`src/rtl/sync_pattern_packet_deframer_defines.svh`:
```
// Assertion macros for the sync pattern packet deframer.
// No dependencies; the asserting module supplies aclk and aresetn in its scope.
`ifndef SYNC_PATTERN_PACKET_DEFRAMER_DEFINES_SVH
`define SYNC_PATTERN_PACKET_DEFRAMER_DEFINES_SVH

// Same-cycle implication, disabled during reset
`define SPD_ASSERT_NOW(lbl, ante, cons) \
    lbl: assert property (@(posedge aclk) disable iff (!aresetn) (ante) |-> (cons)) \
        else $error("deframer same-cycle check failed");

// Next-cycle implication, disabled during reset
`define SPD_ASSERT_NEXT(lbl, ante, cons) \
    lbl: assert property (@(posedge aclk) disable iff (!aresetn) (ante) |=> (cons)) \
        else $error("deframer next-cycle check failed");

`endif

```
`src/rtl/spd_pkg.sv`:
```
// Package for the sync pattern packet deframer: sync bytes, window sizes, types.
// No dependencies.
package spd_pkg;

    localparam int WIN_DEPTH  = 5;   // held bytes
    localparam int VIEW_DEPTH = 6;   // held bytes plus the incoming one
    localparam int CNT_W      = 3;   // fill and view counts

    typedef logic [7:0]       byte_t;
    typedef logic [CNT_W-1:0] cnt_t;

    // Header: SYNC0 SYNC1 SYNC2 <any> SYNC4
    localparam byte_t SYNC0_BYTE = 8'h5A;
    localparam byte_t SYNC1_BYTE = 8'h79;
    localparam byte_t SYNC2_BYTE = 8'h02;
    localparam byte_t SYNC4_BYTE = 8'h04;
    localparam byte_t CLOSE_BYTE = 8'h5D;

    // One packet byte with its marks
    typedef struct packed {
        byte_t data;
        logic  first;
        logic  last;
    } res_t;

    function automatic logic header_match(byte_t b0, byte_t b1, byte_t b2, byte_t b4);
        return (b0 == SYNC0_BYTE) && (b1 == SYNC1_BYTE) &&
               (b2 == SYNC2_BYTE) && (b4 == SYNC4_BYTE);
    endfunction

endpackage

```
`src/rtl/sync_pattern_packet_deframer.sv`:
```
// Channel   Dir  Word
// s_        in   tdata[7:0] data byte, tlast buffer end
// m_        out  tdata[7:0] packet byte, tlast packet last, tuser packet first / run last
//
// One byte is accepted per cycle while the window waits for more bytes and the
// pending byte is not held by a stalled output; each extra byte released from
// the window (closing byte check, buffer-end drain) takes one more window step,
// and a single window step is done per cycle unless the output holds it. Results
// leave via a pending register (resolves the run mark) and the output register.
// Reset is synchronous, active low; the window itself is not cleared.
// A stalled output holds the pending byte and, when needed, the input side.
//
// Depends on spd_pkg and sync_pattern_packet_deframer_defines.svh.
`include "sync_pattern_packet_deframer_defines.svh"

module sync_pattern_packet_deframer
    import spd_pkg::*;
(
    input  logic       aclk,
    input  logic       aresetn,
    input  logic       s_tvalid,
    output logic       s_tready,
    input  logic [7:0] s_tdata,    // [7:0] data_byte
    input  logic       s_tlast,    // buffer_end
    output logic       m_tvalid,
    input  logic       m_tready,
    output logic [7:0] m_tdata,    // [7:0] packet_byte
    output logic       m_tlast,    // packet_last
    output logic [1:0] m_tuser     // [0] packet_first, [1] run_last
);

    // Window step outcomes
    localparam logic [1:0] STEP_BRK   = 2'd0;
    localparam logic [1:0] STEP_DROP  = 2'd1;
    localparam logic [1:0] STEP_FLUSH = 2'd2;
    localparam logic [1:0] STEP_EMIT  = 2'd3;

    byte_t win_reg [WIN_DEPTH];
    cnt_t  fill_reg;
    logic  inside_reg;
    logic  at_end_reg;
    logic  pend_valid_reg;
    res_t  pend_reg;
    logic  out_valid_reg;
    res_t  out_reg;
    logic  out_run_last_reg;

    byte_t      view [VIEW_DEPTH];
    cnt_t       vcount;
    logic       view_end;
    logic       wait_st;
    logic       out_free;
    logic       s_accept;
    logic       active;
    logic [1:0] kind;
    logic       emit_first;
    logic       emit_last;
    logic       hdr0;
    logic       hdr1;
    logic       emit;
    logic       move;
    logic       hold;
    logic       go;

    // Current word done: window waits for more bytes
    assign wait_st = (fill_reg == '0) ||
                     (!inside_reg && (fill_reg < cnt_t'(WIN_DEPTH)) && !at_end_reg) ||
                     (inside_reg && (win_reg[0] == CLOSE_BYTE) && !at_end_reg);

    assign out_free = !out_valid_reg || m_tready;
    assign s_tready = wait_st && !(pend_valid_reg && !out_free);
    assign s_accept = s_tvalid && s_tready;

    // Working view: held bytes, plus the new word when one is taken
    always_comb begin
        for (int i = 0; i < WIN_DEPTH; i++) begin
            view[i] = win_reg[i];
        end
        view[VIEW_DEPTH-1] = '0;
        if (wait_st) begin
            view[fill_reg] = s_tdata;
        end
    end

    assign vcount   = wait_st ? (fill_reg + cnt_t'(s_accept)) : fill_reg;
    assign view_end = wait_st ? s_tlast : at_end_reg;
    assign active   = !wait_st || s_accept;

    assign hdr0 = header_match(view[0], view[1], view[2], view[4]);
    assign hdr1 = header_match(view[1], view[2], view[3], view[5]);

    // One step at the head of the view
    always_comb begin
        kind       = STEP_BRK;
        emit_first = 1'b0;
        emit_last  = 1'b0;
        if (vcount == '0) begin
            kind = STEP_BRK;
        end else if (!inside_reg) begin
            if (vcount >= cnt_t'(WIN_DEPTH)) begin
                kind       = hdr0 ? STEP_EMIT : STEP_DROP;
                emit_first = hdr0;
            end else begin
                kind = view_end ? STEP_FLUSH : STEP_BRK;
            end
        end else begin
            if ((view[0] == CLOSE_BYTE) && (vcount == cnt_t'(VIEW_DEPTH))) begin
                kind      = STEP_EMIT;
                emit_last = hdr1;
            end else if ((view[0] != CLOSE_BYTE) || view_end) begin
                kind      = STEP_EMIT;
                emit_last = view_end && (vcount == cnt_t'(1));
            end else begin
                kind = STEP_BRK;
            end
        end
    end

    // Pending byte leaves when a new one arrives or its word is done
    assign emit = active && (kind == STEP_EMIT);
    assign move = pend_valid_reg && (wait_st || emit);
    assign hold = move && !out_free;
    assign go   = active && !hold;

    // Window payload
    always_ff @(posedge aclk) begin
        if (go) begin
            case (kind)
                STEP_BRK: begin
                    for (int i = 0; i < WIN_DEPTH; i++) begin
                        win_reg[i] <= view[i];
                    end
                end
                STEP_DROP, STEP_EMIT: begin
                    for (int i = 0; i < WIN_DEPTH; i++) begin
                        win_reg[i] <= view[i+1];
                    end
                end
                default: begin
                end
            endcase
        end
    end

    // Window control
    always_ff @(posedge aclk) begin
        if (!aresetn) begin
            fill_reg   <= '0;
            inside_reg <= 1'b0;
            at_end_reg <= 1'b0;
        end else if (go) begin
            at_end_reg <= view_end;
            case (kind)
                STEP_BRK:              fill_reg <= vcount;
                STEP_DROP, STEP_EMIT:  fill_reg <= vcount - cnt_t'(1);
                default:               fill_reg <= '0;
            endcase
            if (emit && emit_first) begin
                inside_reg <= 1'b1;
            end else if (emit && emit_last) begin
                inside_reg <= 1'b0;
            end
        end
    end

    // Pending and output payload
    always_ff @(posedge aclk) begin
        if (go && emit) begin
            pend_reg <= '{data: view[0], first: emit_first, last: emit_last};
        end
        if (move && !hold) begin
            out_reg          <= pend_reg;
            out_run_last_reg <= wait_st;
        end
    end

    // Pending and output valid
    always_ff @(posedge aclk) begin
        if (!aresetn) begin
            pend_valid_reg <= 1'b0;
            out_valid_reg  <= 1'b0;
        end else begin
            if (go && emit) begin
                pend_valid_reg <= 1'b1;
            end else if (move && !hold) begin
                pend_valid_reg <= 1'b0;
            end
            if (move && !hold) begin
                out_valid_reg <= 1'b1;
            end else if (m_tready) begin
                out_valid_reg <= 1'b0;
            end
        end
    end

    assign m_tvalid = out_valid_reg;
    assign m_tdata  = out_reg.data;
    assign m_tlast  = out_reg.last;
    assign m_tuser  = {out_run_last_reg, out_reg.first};

    // Checks
    `SPD_ASSERT_NOW(a_end_leaves_idle, wait_st && at_end_reg, (fill_reg == '0) && !inside_reg)
    `SPD_ASSERT_NOW(a_fill_bound, 1'b1, fill_reg <= cnt_t'(WIN_DEPTH))
    `SPD_ASSERT_NEXT(a_pend_flush, wait_st && !s_accept && pend_valid_reg && out_free, !pend_valid_reg)
    `SPD_ASSERT_NEXT(a_pend_refill, go && emit && pend_valid_reg && !wait_st, pend_valid_reg)

endmodule

```
`config.mk`:
```
export PLATFORM = sky130hd
export DESIGN_NAME = sync_pattern_packet_deframer
export DESIGN_NICKNAME = d
export VERILOG_FILES = /design/src/rtl/spd_pkg.sv /design/src/rtl/sync_pattern_packet_deframer.sv
export VERILOG_INCLUDE_DIRS = /design/src /design/src/rtl
export SDC_FILE = /design/constraint.sdc
export NUM_CORES = 1
export LEC_CHECK = 0
export BUFFER_PORTS_ARGS = -buffer_cell sky130_fd_sc_hd__buf_4
export CAP_MARGIN = 5
export CORE_MARGIN = 2
export CORE_UTILIZATION = 35
export CTS_CLUSTER_DIAMETER = 80
export CTS_CLUSTER_SIZE = 8
export DETAILED_ROUTE_END_ITERATION = 8
export PLACE_DENSITY = 0.6
export SYNTH_ARGS = -nofsm -noshare
export SYNTH_HDL_FRONTEND = slang
export SYNTH_SLANG_ARGS = --single-unit
```
`constraint.sdc`:
```
create_clock -name aclk -period 10.83 [get_ports aclk]
set_input_delay 2.166 -clock aclk [delete_from_list [all_inputs] [get_ports aclk]]
set_output_delay 2.166 -clock aclk [all_outputs]
set_load 0.005 [all_outputs]
```
==> run_results.csv <==
group,metric,value,unit
timing,finalCritPeriodShare,53.9,%
global_route,grt_pass1_wl,20500,um
cts,cts_setup_buffers,0,
global_route,grt_usage,18.6,%
synth,netlist_instances,496,
floorplan,core,12700,sq um
setup_path,rrSetupSlack,4.99,ns
layout,fin_util,40.4,%
power,pwr-share-comb,18.2,%
timing,fin_setup_tns,0,ns
route,num_vias,4096,
layout,layout.cells.non_filler,680,
layout,drive_gt1_share,13.4,%
cts,clockBufferDepth,2,
setup_path,crit_type,"flip-flop to flip-flop",
floorplan,die_w,118,um
synth,ys_seq_elements,68,
power,clkPwrFrac,36.2,%
layout,area_delta_synth_final,12.4,%
route,wl,12800,um
flow_run,drv_cap,0,
timing,skew,0.00887,ns
power,power_frac_seq,45.6,%
timing,hold_viol_final,0,
cts,htree_levels,3,
cts,cts_buffers,9,
synth,synth_nets,512,
layout,largest_reg_flops,40,
synth,synth_ff_type,"edfxtp_1",
setup_path,cp_num_cells,16,
power,p_switching,0.000218,W
layout,nNetsFinal,519,
placement,dp_hpwl,8580,um
synth,synth_top_area_share,40.2,%
power,irDropWorstVdd,0.0869,mV
timing,period_minus_slack,5.84,ns
timing,rsz0062_at_grt,"false",
synth,yosys_warnings,0,
synth,synth_seq_area_share,43.3,%
route,drc,0,
route,dr.first_iter.drc_count,385,
setup_path,cp.arrival,5.92,ns
synth,syn_area_per_cell,9.19,sq um
layout,nFillCells,1259,
power,switching_share,29.3,%
setup_path,r2r_end,"win_reg[0][36]",
synth,yosysMostFrequentCell,"nand2_1",
power,power.density,145,nW/um^2
synth,synth_area_leaders,"edfxtp_1 40%, nand2_1 5.5%, a21oi_1 3.7%, o22ai_1 3.6%, and3_1 3.3%",
cts,cts_tree,"yes",
timing,slew_headroom,23.8,%
setup_path,cp-startpoint,"inside_reg",
timing,finalMaxSlewViolations,0,
timing,finalSetupViolations,0,
placement,port-buffer-count,25,
min_path,hold_depth,0,
floorplan,start_util,36.0,%
synth,synth-edff-count,61,
global_route,grt-ovfl-total,0,
cts,cts_sinks,68,
cts,clkTransAtPathRegs,0.05,ns
run_status,outcome,"completed",
synth,synth_commonest_cells,"67 x nand2_1, 61 x edfxtp_1, 34 x a21oi_1",
setup_path,cp_num_buf_inv,2,
setup_path,required,10.91,ns
setup_path,cp_slowest_stage_delay,0.93,ns
cts,cts_root_buffer,"clkbuf_16",
route,antenna_left,0,
setup_path,r2r_cells,16,
route,drtPass1Iterations,5,
global_route,grt_max_degree,44,
route,via_per_inst,6.02,
setup_path,start_kind,"flip-flop",
layout,seqCellArea,1970,sq um
power,leakage,1.84,nW
global_route,grt_pass1_vias,3776,
setup_path,cp_slowest_cell,"a21oi_1",
cts,clock_latency,0.34,ns
placement,gp_congestion,0.888,
setup_path,endpoint,"win_reg[0][36]",
layout,diodes,0,
synth,netlist_area,4560,sq um
floorplan,top_level_ports,26,
synth,synth.distinct_cells,76,
synth,synth.largest_area_cell,"edfxtp_1",
setup_path,crit_family,"compound AO/OA/AOI/OAI gates",
synth,ys_async_sr_fraction,0,%
floorplan,dieArea,14000,sq um
timing,clock.fmax,171,MHz
timing,worst_pin_slew,1.14,ns
setup_path,path_max_fanout,33,
min_path,hold_path_class,"flip-flop to flip-flop",
cts,ctsResizeCount,0,
global_route,antenna_found_initial,0,
layout,multi_input_area,2420,sq um
floorplan,rows,41,
power,internal-power,0.000525,W
floorplan,die_y,118,um
cts,cts_hold_buf,0,
route,routedWlPerCell,18.8,um
setup_path,end_kind,"flip-flop",
setup_path,timing.rr.start,"inside_reg",
setup_path,crit_chain,"inv_1 -> a21oi_1 -> a211o_4 -> inv_1 -> and3_1 -> ha_1 -> ha_1 -> nand2_1 -> nor3_1 -> a21oi_1 -> o211ai_1 -> nor3_2 -> a211oi_4 -> a21boi_4 -> nor3_4 -> a221o_1",
placement,dpl.cell_count,664,
[worst reg2reg max path, stage by stage (launching register included)]
cell and delay [ns]:
dfxtp_1 0.68, inv_1 0.26, a21oi_1 0.94, a211o_4 0.36, inv_1 0.13, and3_1 0.19
ha_1 0.20, ha_1 0.22, nand2_1 0.13, nor3_1 0.06, a21oi_1 0.20, o211ai_1 0.21
nor3_2 0.48, a211oi_4 0.17, a21boi_4 0.78, nor3_4 0.17, a221o_1 0.40
[power groups by stage]
stage | Combinational [W] | Clock [W] | Sequential (W)
3_5_place_dp | 0.000133 | 0 | 0.000344
3_3_place_gp | 0.000132 | 0 | 0.000343
4_1_cts | 0.000135 | 0.000271 | 0.000338
6_report | 0.000135 | 0.000268 | 0.000339
2_1_floorplan | 0.000104 | 0 | 0.000337
5_1_grt | 0.000149 | 0.000282 | 0.000342
[metal layers]
metal / wire [um] / part of all wire [%] / global-route usage, % / up-vias
met5: 0 / 0 / 0 / -
met4: 302 / 2.4 / 7.00 / 0
met3: 1130 / 8.8 / 4.12 / 27
met2: 5760 / 45 / 29.0 / 214
met1: 5590 / 44 / 25.3 / 1941
li1: - / - / - / 1914
[stage by stage]
step	cell area (sq um)	hold slack, ns	total power [W]	setup WS [ns]
2_1_floorplan	4560	0.400	0.000440	4.09
3_3_place_gp	4850	0.402	0.000475	4.92
3_5_place_dp	4850	0.407	0.000477	4.79
4_1_cts	5120	0.420	0.000743	5.10
5_1_grt	5120	0.424	0.000773	4.65
6_report	5120	0.419	0.000742	4.99
[worst min path at each step]
stage,endpoint,slack (ns),startpoint
after floorplan,m_tdata[0],0.40,pend_reg[2]
after global placement,m_tdata[0],0.40,pend_reg[2]
after detailed placement,m_tdata[3],0.41,pend_reg[5]
after CTS,m_tdata[3],0.42,pend_reg[5]
after global routing,m_tuser[0],0.42,pend_reg[1]
final,m_tuser[0],0.42,pend_reg[1]
[cell families (layout without fill, tap and decap cells)]
group,count (synthesis),in the layout,share of synthesized area (%)
compound gates,135,135,21.4
xor+xnor,2,2,0.384
fa+ha+maj,3,3,0.824
buf+inv,40,52,4.20
flops,68,68,43.3
mux,4,4,0.906
simple gates,244,244,29.1
[layout make-up]
class                   instances  share of cell area [%]
multi-input cells             388                    47.2
clock buffers                   9                    4.40
repair buffers                 31                    4.54
inverters                       5                   0.366
well taps                     172                    4.20
clock inverters                 7                   0.855
flip-flops and latches         68                    38.5
[cell usage in the layout, fill, tap and decap left out, types with 4 or more instances in the layout]
master,netlist,layout
o211ai_1,17,17
clkbuf_16,0,9
nand3_1,20,20
and3_1,24,24
a21oi_1,34,34
buf_4,3,31
or3_1,13,13
dfxtp_1,7,7
nor3b_1,5,5
nor2_1,30,30
nor2b_1,18,18
a221o_1,7,7
nand2_1,67,67
o22ai_1,26,26
inv_1,5,5
nor3_1,11,11
and2_1,16,16
o21ai_0,13,12
a32o_1,4,4
nand4_1,5,5
o21a_1,4,4
edfxtp_1,61,61
Power figures use the tool's default switching activity.
